===== src/rtl/tsrt_pkg.sv =====
`default_nettype none

package tsrt_pkg;

    localparam int SPEED_W = 8;
    localparam int MIN_W   = 16;
    localparam int MS_W    = 32;

    // command codes of an input item
    localparam logic CMD_REQUEST = 1'b0;
    localparam logic CMD_TICK    = 1'b1;

    localparam logic [SPEED_W-1:0] DEFAULT_FALLBACK = 8'd42;
    localparam logic [MIN_W-1:0]   MS_PER_MINUTE    = 16'd60000;

    typedef struct packed {
        logic               cmd;
        logic [SPEED_W-1:0] request_speed;
        logic [MIN_W-1:0]   duration_minutes;
        logic               clears_queue;
    } t_req;

    typedef struct packed {
        logic               accepted;
        logic [SPEED_W-1:0] fan_speed;
        logic               speed_changed;
    } t_rsp;

    // one table entry as held in the entry ram
    typedef struct packed {
        logic [SPEED_W-1:0] speed;
        logic [MS_W-1:0]    remaining_ms;
    } t_entry;

endpackage

`default_nettype wire


===== src/rtl/tsrt_if.sv =====
`default_nettype none

// request channel
interface tsrt_req_if;
    import tsrt_pkg::*;

    logic valid;
    logic ready;
    t_req data;

    modport source (output valid, output data, input ready);
    modport sink (input valid, input data, output ready);
endinterface

// result channel
interface tsrt_rsp_if;
    import tsrt_pkg::*;

    logic valid;
    logic ready;
    t_rsp data;

    modport source (output valid, output data, input ready);
    modport sink (input valid, input data, output ready);
endinterface

`default_nettype wire


===== src/rtl/tsrt_ram.sv =====
`default_nettype none

module tsrt_ram #(
    parameter int WIDTH = 8,
    parameter int DEPTH = 8
) (
    input  wire logic                                   i_clk,
    input  wire logic                                   i_wr_en,
    input  wire logic [((DEPTH > 1) ? $clog2(DEPTH) : 1)-1:0] i_wr_addr,
    input  wire logic [WIDTH-1:0]                       i_wr_data,
    input  wire logic                                   i_rd_en,
    input  wire logic [((DEPTH > 1) ? $clog2(DEPTH) : 1)-1:0] i_rd_addr,
    output logic      [WIDTH-1:0]                       o_rd_data
);

    logic [WIDTH-1:0] r_mem [DEPTH];

    // one write port, one registered read port
    always_ff @(posedge i_clk) begin
        if (i_wr_en) begin
            r_mem[i_wr_addr] <= i_wr_data;
        end
        if (i_rd_en) begin
            o_rd_data <= r_mem[i_rd_addr];
        end
    end

endmodule

`default_nettype wire


===== src/rtl/timed_speed_request_table.sv =====
`default_nettype none

// Table of ENTRIES timed fan speed requests. A request with zero duration sets
// the fallback speed (and empties the table when clears_queue is set); one with
// a duration takes the lowest free entry, or on a full table replaces the
// lowest-speed entry if its own speed is higher. A tick counts every active
// entry down by TICK_MS, frees expired entries and puts the highest active
// speed (or the fallback) in force. Items are taken one at a time: a
// zero-duration request goes straight to its result, any other item first
// walks the entry ram at one read per cycle. A result waits in an output
// register; a new item is taken as soon as the sequencer is back in idle.
// No clearing pass is needed after reset.
module timed_speed_request_table #(
    parameter int ENTRIES = 8,
    parameter int TICK_MS = 10
) (
    input  wire logic i_clk,
    input  wire logic i_rst_n,
    tsrt_req_if.sink   i_req,
    tsrt_rsp_if.source o_rsp
);

    import tsrt_pkg::*;

    localparam int IDX_W = (ENTRIES > 1) ? $clog2(ENTRIES) : 1;
    localparam int CNT_W = $clog2(ENTRIES + 1);
    localparam logic [CNT_W-1:0] CNT_ENTRIES = CNT_W'(ENTRIES);
    localparam logic [IDX_W-1:0] LAST_IDX    = IDX_W'(ENTRIES - 1);
    localparam logic [MS_W-1:0]  TICK_W      = MS_W'(TICK_MS);

    typedef enum logic [1:0] {
        S_IDLE,
        S_WALK,
        S_FINISH,
        S_DONE
    } t_state;

    t_state             r_state;
    logic [ENTRIES-1:0] r_active;
    logic [SPEED_W-1:0] r_fallback;
    logic [SPEED_W-1:0] r_cur;
    logic               r_was_empty;

    // item held during the walk
    logic               r_is_tick;
    logic [SPEED_W-1:0] r_spd;
    logic [MS_W-1:0]    r_ms;

    // walk counters
    logic [CNT_W-1:0]   r_rd_cnt;
    logic               r_cmp_vld;
    logic [IDX_W-1:0]   r_cmp_idx;

    // search results
    logic               r_free_found;
    logic [IDX_W-1:0]   r_free_idx;
    logic               r_have_min;
    logic [SPEED_W-1:0] r_min_spd;
    logic [IDX_W-1:0]   r_min_idx;
    logic               r_any;
    logic [SPEED_W-1:0] r_top;

    t_rsp               r_res;
    logic               r_out_valid;
    t_rsp               r_out_data;

    // ram ports
    logic               ram_we;
    logic [IDX_W-1:0]   ram_waddr;
    t_entry             ram_wdata;
    logic               ram_re;
    logic [IDX_W-1:0]   ram_raddr;
    logic [$bits(t_entry)-1:0] ram_rdata;

    t_entry             cmp_word;
    logic               cmp_active;
    logic               cmp_keep;
    logic [MS_W-1:0]    cmp_rem;
    logic               cmp_last;
    logic               place;
    logic [IDX_W-1:0]   place_idx;
    logic [SPEED_W-1:0] n_cur;
    logic               in_fire;

    assign in_fire     = i_req.valid && i_req.ready;
    assign i_req.ready = (r_state == S_IDLE);
    assign o_rsp.valid = r_out_valid;
    assign o_rsp.data  = r_out_data;

    // entry under compare, read out the cycle after its address
    assign cmp_word   = t_entry'(ram_rdata);
    assign cmp_active = r_active[r_cmp_idx];
    assign cmp_keep   = cmp_active && (cmp_word.remaining_ms > TICK_W);
    assign cmp_rem    = cmp_word.remaining_ms - TICK_W;
    assign cmp_last   = r_cmp_vld && (r_cmp_idx == LAST_IDX);

    // placement decision once the walk is over
    assign place     = r_free_found || (r_have_min && (r_min_spd < r_spd));
    assign place_idx = r_free_found ? r_free_idx : r_min_idx;
    assign n_cur     = r_any ? r_top : r_fallback;

    // read side walks the table
    assign ram_re    = (r_state == S_WALK) && (r_rd_cnt < CNT_ENTRIES);
    assign ram_raddr = r_rd_cnt[IDX_W-1:0];

    // write side: count-down write-back on a tick, new entry on a request
    always_comb begin
        ram_we    = 1'b0;
        ram_waddr = r_cmp_idx;
        ram_wdata = '{speed: cmp_word.speed, remaining_ms: cmp_rem};
        if (r_state == S_WALK && r_is_tick && r_cmp_vld && cmp_keep) begin
            ram_we = 1'b1;
        end else if (r_state == S_FINISH && !r_is_tick && place) begin
            ram_we    = 1'b1;
            ram_waddr = place_idx;
            ram_wdata = '{speed: r_spd, remaining_ms: r_ms};
        end
    end

    tsrt_ram #(
        .WIDTH ($bits(t_entry)),
        .DEPTH (ENTRIES)
    ) u_entry_ram (
        .i_clk     (i_clk),
        .i_wr_en   (ram_we),
        .i_wr_addr (ram_waddr),
        .i_wr_data (ram_wdata),
        .i_rd_en   (ram_re),
        .i_rd_addr (ram_raddr),
        .o_rd_data (ram_rdata)
    );

    // sequencer, table state and output register
    always_ff @(posedge i_clk) begin
        if (!i_rst_n) begin
            r_state     <= S_IDLE;
            r_active    <= '0;
            r_fallback  <= DEFAULT_FALLBACK;
            r_cur       <= '0;
            r_was_empty <= 1'b1;
            r_out_valid <= 1'b0;
            r_cmp_vld   <= 1'b0;
            r_rd_cnt    <= '0;
        end else begin
            if (o_rsp.ready) begin
                r_out_valid <= 1'b0;
            end
            r_cmp_vld <= ram_re;
            r_cmp_idx <= ram_raddr;
            if (ram_re) begin
                r_rd_cnt <= r_rd_cnt + 1'b1;
            end

            unique case (r_state)
                S_IDLE: begin
                    if (in_fire) begin
                        r_is_tick    <= (i_req.data.cmd == CMD_TICK);
                        r_spd        <= i_req.data.request_speed;
                        r_ms         <= MS_W'(i_req.data.duration_minutes) *
                                        MS_W'(MS_PER_MINUTE);
                        r_rd_cnt     <= '0;
                        r_free_found <= 1'b0;
                        r_have_min   <= 1'b0;
                        r_any        <= 1'b0;
                        r_top        <= '0;
                        if (i_req.data.cmd == CMD_TICK ||
                            i_req.data.duration_minutes != '0) begin
                            r_state <= S_WALK;
                        end else begin
                            // zero duration: new fallback, optional clear
                            r_fallback <= i_req.data.request_speed;
                            if (i_req.data.clears_queue) begin
                                r_active <= '0;
                            end
                            r_res   <= '{accepted: 1'b1, fan_speed: r_cur,
                                         speed_changed: 1'b0};
                            r_state <= S_DONE;
                        end
                    end
                end

                S_WALK: begin
                    if (r_cmp_vld) begin
                        if (r_is_tick) begin
                            // count down, free expired, track the top speed
                            if (!cmp_keep) begin
                                r_active[r_cmp_idx] <= 1'b0;
                            end else begin
                                r_any <= 1'b1;
                                if (cmp_word.speed > r_top) begin
                                    r_top <= cmp_word.speed;
                                end
                            end
                        end else begin
                            // first free entry and lowest-speed entry
                            if (!cmp_active) begin
                                if (!r_free_found) begin
                                    r_free_found <= 1'b1;
                                    r_free_idx   <= r_cmp_idx;
                                end
                            end else if (!r_have_min || cmp_word.speed < r_min_spd) begin
                                r_have_min <= 1'b1;
                                r_min_spd  <= cmp_word.speed;
                                r_min_idx  <= r_cmp_idx;
                            end
                        end
                    end
                    if (cmp_last) begin
                        r_state <= S_FINISH;
                    end
                end

                S_FINISH: begin
                    if (r_is_tick) begin
                        if (!r_any) begin
                            r_was_empty <= 1'b1;
                        end else if (r_was_empty) begin
                            r_was_empty <= 1'b0;
                            r_fallback  <= r_cur;
                        end
                        r_cur <= n_cur;
                        r_res <= '{accepted: 1'b0, fan_speed: n_cur,
                                   speed_changed: (n_cur != r_cur)};
                    end else begin
                        if (place) begin
                            r_active[place_idx] <= 1'b1;
                        end
                        r_res <= '{accepted: place, fan_speed: r_cur,
                                   speed_changed: 1'b0};
                    end
                    r_state <= S_DONE;
                end

                S_DONE: begin
                    // hand the result over once the output register is free
                    if (!r_out_valid || o_rsp.ready) begin
                        r_out_valid <= 1'b1;
                        r_out_data  <= r_res;
                        r_state     <= S_IDLE;
                    end
                end

                default: begin
                    r_state <= S_IDLE;
                end
            endcase
        end
    end

`ifndef SYNTH
    // the read walk never runs past the table
    a_walk_bound: assert property (@(posedge i_clk) disable iff (!i_rst_n)
        r_rd_cnt <= CNT_ENTRIES)
        else $error("entry walk ran past the table");

    // a request walk only reads, the ram is written at its end
    a_req_walk_ro: assert property (@(posedge i_clk) disable iff (!i_rst_n)
        (r_state == S_WALK && !r_is_tick) |-> !ram_we)
        else $error("ram written during a request search");

    // a tick never reports an accepted request
    a_tick_not_acc: assert property (@(posedge i_clk) disable iff (!i_rst_n)
        (r_state == S_FINISH && r_is_tick) |=> !r_res.accepted)
        else $error("tick reported as accepted");

    // an empty table after a tick runs at the fallback speed
    a_empty_fallback: assert property (@(posedge i_clk) disable iff (!i_rst_n)
        (r_state == S_FINISH && r_is_tick && !r_any) |=>
            (r_cur == r_fallback && r_was_empty))
        else $error("empty table not at fallback speed");

    // a clearing zero-duration request empties every entry
    a_clear_empties: assert property (@(posedge i_clk) disable iff (!i_rst_n)
        (in_fire && i_req.data.cmd == CMD_REQUEST &&
         i_req.data.duration_minutes == '0 && i_req.data.clears_queue) |=>
            (r_active == '0))
        else $error("table not emptied by clear");
`endif

endmodule

`default_nettype wire


===== src/flat_wrapper.sv =====
// flat-port wrapper written by rule: the top's interface ports become plain ports
module timed_speed_request_table_flat import tsrt_pkg::*;
#(
    parameter int ENTRIES = 8,
    parameter int TICK_MS = 10
)
  (i_clk, i_rst_n, i_req_valid, i_req_data, i_req_ready, o_rsp_valid, o_rsp_data, o_rsp_ready);
  tsrt_req_if i_req_i ();
  tsrt_rsp_if o_rsp_i ();
  input  wire logic i_clk;
  input  wire logic i_rst_n;
  input wire logic [$bits(i_req_i.valid)-1:0] i_req_valid;
  input wire logic [$bits(i_req_i.data)-1:0] i_req_data;
  output wire logic [$bits(i_req_i.ready)-1:0] i_req_ready;
  output wire logic [$bits(o_rsp_i.valid)-1:0] o_rsp_valid;
  output wire logic [$bits(o_rsp_i.data)-1:0] o_rsp_data;
  input wire logic [$bits(o_rsp_i.ready)-1:0] o_rsp_ready;
  assign i_req_i.valid = i_req_valid;
  assign i_req_i.data = i_req_data;
  assign i_req_ready = i_req_i.ready;
  assign o_rsp_valid = o_rsp_i.valid;
  assign o_rsp_data = o_rsp_i.data;
  assign o_rsp_i.ready = o_rsp_ready;
  timed_speed_request_table #(.ENTRIES(ENTRIES), .TICK_MS(TICK_MS)) u_core (.i_clk(i_clk), .i_rst_n(i_rst_n), .i_req(i_req_i), .o_rsp(o_rsp_i));
endmodule

===== config.mk =====
export PLATFORM = sky130hd
export DESIGN_NAME = timed_speed_request_table_flat
export DESIGN_NICKNAME = d
export VERILOG_FILES = /design/src/rtl/tsrt_pkg.sv /design/src/rtl/tsrt_if.sv /design/src/rtl/tsrt_ram.sv /design/src/rtl/timed_speed_request_table.sv /design/src/flat_wrapper.sv
export SDC_FILE = /design/constraint.sdc
export NUM_CORES = 1
export LEC_CHECK = 0
export BUFFER_PORTS_ARGS = -buffer_cell sky130_fd_sc_hd__buf_2
export CORE_MARGIN = 3
export CORE_UTILIZATION = 66
export CTS_CLUSTER_DIAMETER = 60
export DETAILED_ROUTE_END_ITERATION = 12
export PLACE_DENSITY = 0.83
export SLEW_MARGIN = 20
export SYNTH_ARGS = -nofsm -noshare
export SYNTH_HDL_FRONTEND = slang
export SYNTH_HIERARCHICAL = 1
export SYNTH_SLANG_ARGS = --single-unit

===== constraint.sdc =====
create_clock -name i_clk -period 15.85 [get_ports i_clk]
set_input_delay 1.585 -clock i_clk [delete_from_list [all_inputs] [get_ports i_clk]]
set_output_delay 1.585 -clock i_clk [all_outputs]
set_load 0.01 [all_outputs]

==> results.py <==
metrics = {
    "synth": {
        "yosys_register_bits": 477,
        "synth-edff-count": 444,
        "ys_dominant_reg_cell": "sky130_fd_sc_hd__edfxtp_1",
        "post-synth-top-count-cell": "sky130_fd_sc_hd__edfxtp_1",
        "synth.cell_area_sq_um": 23100,
        "synth_cells": 1470,
        "yosys-top-cells-area": "sky130_fd_sc_hd__edfxtp_1, sky130_fd_sc_hd__mux4_1, sky130_fd_sc_hd__ha_1, sky130_fd_sc_hd__fa_1, sky130_fd_sc_hd__dfxtp_1",
        "fraction_of_registers_with_async_set_reset_pct": 0,
        "yosys_warnings": 6,
        "avgSynthCellArea_sq_um": 15.7,
        "synth_top_area_share_pct": 57.6,
        "sequential_fraction_of_the_synthesis_area_pct": 60.4,
        "synthDominantAreaCellType": "sky130_fd_sc_hd__edfxtp_1",
        "synth_nets": 1674,
        "synth.distinct_cells": 66,
        "synth_commonest_cells": "sky130_fd_sc_hd__edfxtp_1, sky130_fd_sc_hd__inv_1, sky130_fd_sc_hd__ha_1",
    },
    "route": {
        "drt-vias-per-instance": 6.34,
        "finalWirelength_um": 47100,
        "dr.first_iter.drc_count": 1148,
        "number_of_search_and_repair_iterations_in_the_first_detailed_routing_pass": 5,
        "antenna_violating_nets_post_route": 0,
        "vias": 12756,
        "route.detailed.drc": 0,
        "wl_per_cell_um": 23.4,
    },
    "floorplan": {
        "floorplan.io_pins": 42,
        "initial_core_util_pct": 68.0,
        "die_area_sq_um": 37400,
        "placeable_core_area_sq_um": 34000,
        "die_width_um": 193,
        "standard_cell_row_count": 67,
        "fp.dieH_um": 193,
    },
    "critical_path": {
        "critical_path_class": "input port to flop",
        "worst_path_dominant_cell_family": "adder cells",
        "critPathMaxFanout": 5,
        "cp_common_cell": "sky130_fd_sc_hd__fa_1",
        "timing.critical_path.slowest_stage_cell": "sky130_fd_sc_hd__fa_1",
        "cp-start-kind": "input port",
        "critical_path_arrival_ps": 6450,
        "critical_path.n_buffers_inverters": 5,
        "cp_data_required_time_ps": 16140,
        "crit_path_cell_trace": "buf_2, inv_1, fa_1, inv_1, fa_1, fa_1, inv_1, fa_1, fa_1, inv_1, ha_1, and4_1, nand2_1, o32ai_1, a21oi_1, o21ai_0, a21oi_1, xnor2_1",
        "cp-end-kind": "flop",
        "slowest_delay_ps": 560,
    },
    "clocking": {
        "cts_setup_buffers": 0,
        "insertion_delay_ps": 550,
        "cts-buffers-inserted": 47,
        "count_of_hold_buffers_inserted_by_post_cts_repair": 0,
        "cts_tree": "built",
        "htree_num_levels": 2,
        "cts.repair.resized": 0,
        "clock_sink_count": 477,
        "worst_setup_hold_path_clk_slew_ps": 60,
        "cts_root_buffer": "sky130_fd_sc_hd__clkbuf_16",
        "cts_buffer_depth": 3,
    },
    "sta": {
        "worst_margin_slew_ps": 1120,
        "max_freq_mhz": 162,
        "setup_violations": 0,
        "layout_worst_path_cycle_share_pct": 38.9,
        "setup_slack_ps": 9690,
        "drv_slew": 0,
        "period_needed_ps": 6160,
        "totalNegativeSetupSlack_ps": 0,
        "timing.max_slew.rel_slack_pct": 25.1,
        "timing_hold_violations_final": 0,
        "rsz_0062_raised_after_global_routing": "no",
        "fin_worst_hold_slack_ps": 418,
        "final.setup_skew_ps": 15.5,
    },
    "global_route": {
        "groute.layer.met3.usage_pct": 3.36,
        "gr-usage-met1_pct": 33.8,
        "globalRouteTotalUtil_pct": 25.3,
        "total_overflow_reported_by_the_global_router": 0,
        "grt.busiest_layer": "met2",
        "grt_max_degree": 84,
        "global_route_wire_length_before_repair_um": 74300,
        "antenna_found_initial": 0,
        "grt_met2_use_pct": 43.9,
        "first_global_vias": 13305,
    },
    "place": {
        "pre_cts_setup_slack_ps": 9170,
        "dpl.cell_count": 1928,
        "io_buf_count": 41,
        "detailedPlacementHpwl_um": 28400,
        "rd_place_congestion": 0.877,
    },
    "power_and_ir_drop": {
        "vdd_ir_drop_max_uv": 108,
        "power_leakage_nw": 9.17,
        "power_density_nw_per_um2": 160,
    },
    "cells_and_area": {
        "antennaDiodeCount": 0,
        "layout-area-overhead-vs-synth_pct": 9.71,
        "finish.cell_count_without_fillers": 2013,
        "num-nets-final": 1733,
        "layout-drive-gt1-share_pct": 12.8,
    },
    "hold_path": {
        "hold_path.class": "flop to flop",
    },
    "run": {
        "max_cap_violations": 0,
    },
    "status": {
        "run_status": "completed",
    },
}
[registers in the layout, summed over array words and instances (netlist names), 10 cells and up]
name	flops
u_core/u_entry_ram/o_rd_data	40
u_core/r_res	10
u_core/o_rsp.data	10
u_core/u_entry_ram/r_mem	320
u_core/r_ms	27
[worst paths after layout]
check	depth (start not counted)	end	slack (ps)	startpoint
setup / recovery	18	u_core/r_ms[28]	9690	i_req_data[5]
hold / removal	0	u_core/o_rsp.data[3]	420	u_core/r_res[3]
hold reg to reg	0	u_core/o_rsp.data[3]	420	u_core/r_res[3]
setup reg to reg	9	u_core/u_entry_ram/r_mem[2][28]	11760	u_core/r_state[0]
[stage by stage]
| stage | util (%) | cell area [sq um] | power [mW] |
|---|---|---|---|
| 6_report | 74.6 | 25400 | 4.06 |
| 5_1_grt | 74.6 | 25400 | 4.27 |
| 4_1_cts | 74.6 | 25400 | 4.06 |
| 3_5_place_dp | 70.1 | 23900 | 2.93 |
| 3_3_place_gp | 70.1 | 23900 | 2.89 |
| 2_1_floorplan | - | 23100 | 2.65 |
[worst register-to-register path: stages, from the launching register on]
cell	delay [ps]
sky130_fd_sc_hd__dfxtp_1	340
sky130_fd_sc_hd__inv_1	90
sky130_fd_sc_hd__ha_1	810
sky130_fd_sc_hd__inv_1	390
sky130_fd_sc_hd__nor2_4	390
sky130_fd_sc_hd__nor2_1	70
sky130_fd_sc_hd__a21oi_1	380
sky130_fd_sc_hd__nand2b_1	240
sky130_fd_sc_hd__nor2_4	380
sky130_fd_sc_hd__buf_4	600
[cells in the final DEF, fill, tap and decap left out, types with 8 or more instances in the layout]
master	netlist	routed
sky130_fd_sc_hd__xnor2_1	44	44
sky130_fd_sc_hd__nor2b_1	8	8
sky130_fd_sc_hd__mux2_2	49	49
sky130_fd_sc_hd__mux2i_1	22	22
sky130_fd_sc_hd__dfxtp_1	33	30
sky130_fd_sc_hd__o21ai_0	60	60
sky130_fd_sc_hd__a21o_1	12	12
sky130_fd_sc_hd__mux4_1	80	80
sky130_fd_sc_hd__nand4_1	8	8
sky130_fd_sc_hd__edfxtp_1	444	444
sky130_fd_sc_hd__fa_1	61	61
sky130_fd_sc_hd__ha_1	113	113
sky130_fd_sc_hd__inv_1	132	132
sky130_fd_sc_hd__nor2_4	1	9
sky130_fd_sc_hd__clkbuf_16	0	49
sky130_fd_sc_hd__nor2_1	53	45
sky130_fd_sc_hd__nand2b_1	13	13
sky130_fd_sc_hd__xor2_1	15	15
sky130_fd_sc_hd__nand2_1	90	90
sky130_fd_sc_hd__clkbuf_1	33	10
sky130_fd_sc_hd__nor3_1	17	15
sky130_fd_sc_hd__buf_2	1	41
sky130_fd_sc_hd__a21oi_1	42	42
sky130_fd_sc_hd__and2_1	25	25
sky130_fd_sc_hd__buf_4	0	13
sky130_fd_sc_hd__o211ai_1	10	10
[cell families after synthesis]
kind of cell	after synthesis	share of synthesized area (%)
flops	477	60.4
simple gates	256	5.48
compound gates	177	4.90
buf+inv	176	3.15
fa+ha+maj	174	11.4
mux	151	12.4
xor+xnor	59	2.23
[report_power, final]
part	internal (mW)	switching (mW)	total (mW)
logic	0.495	0.715	1.21
clock network	0.653	0.452	1.11
registers	1.65	0.0870	1.74
total	2.80	1.25	4.06
[layout make-up]
cell class                      instances  area (sq um)
Clock buffer                           64          1330
Inverter                              132           495
Clock inverter                         21           206
Timing Repair Buffer                   54           303
Fill cell                            1947          8640
Sequential cell                       477         14000
Tap cell                              448           561
Multi-Input combinational cell        817          8500
[metal layers]
metal,vias to the layer above,part of all wire (%)
met1,6462,40
met5,-,0
met3,106,6.2
met4,0,2.7
li1,5684,-
met2,504,51
No activity file was read; power rests on OpenSTA's default activity.
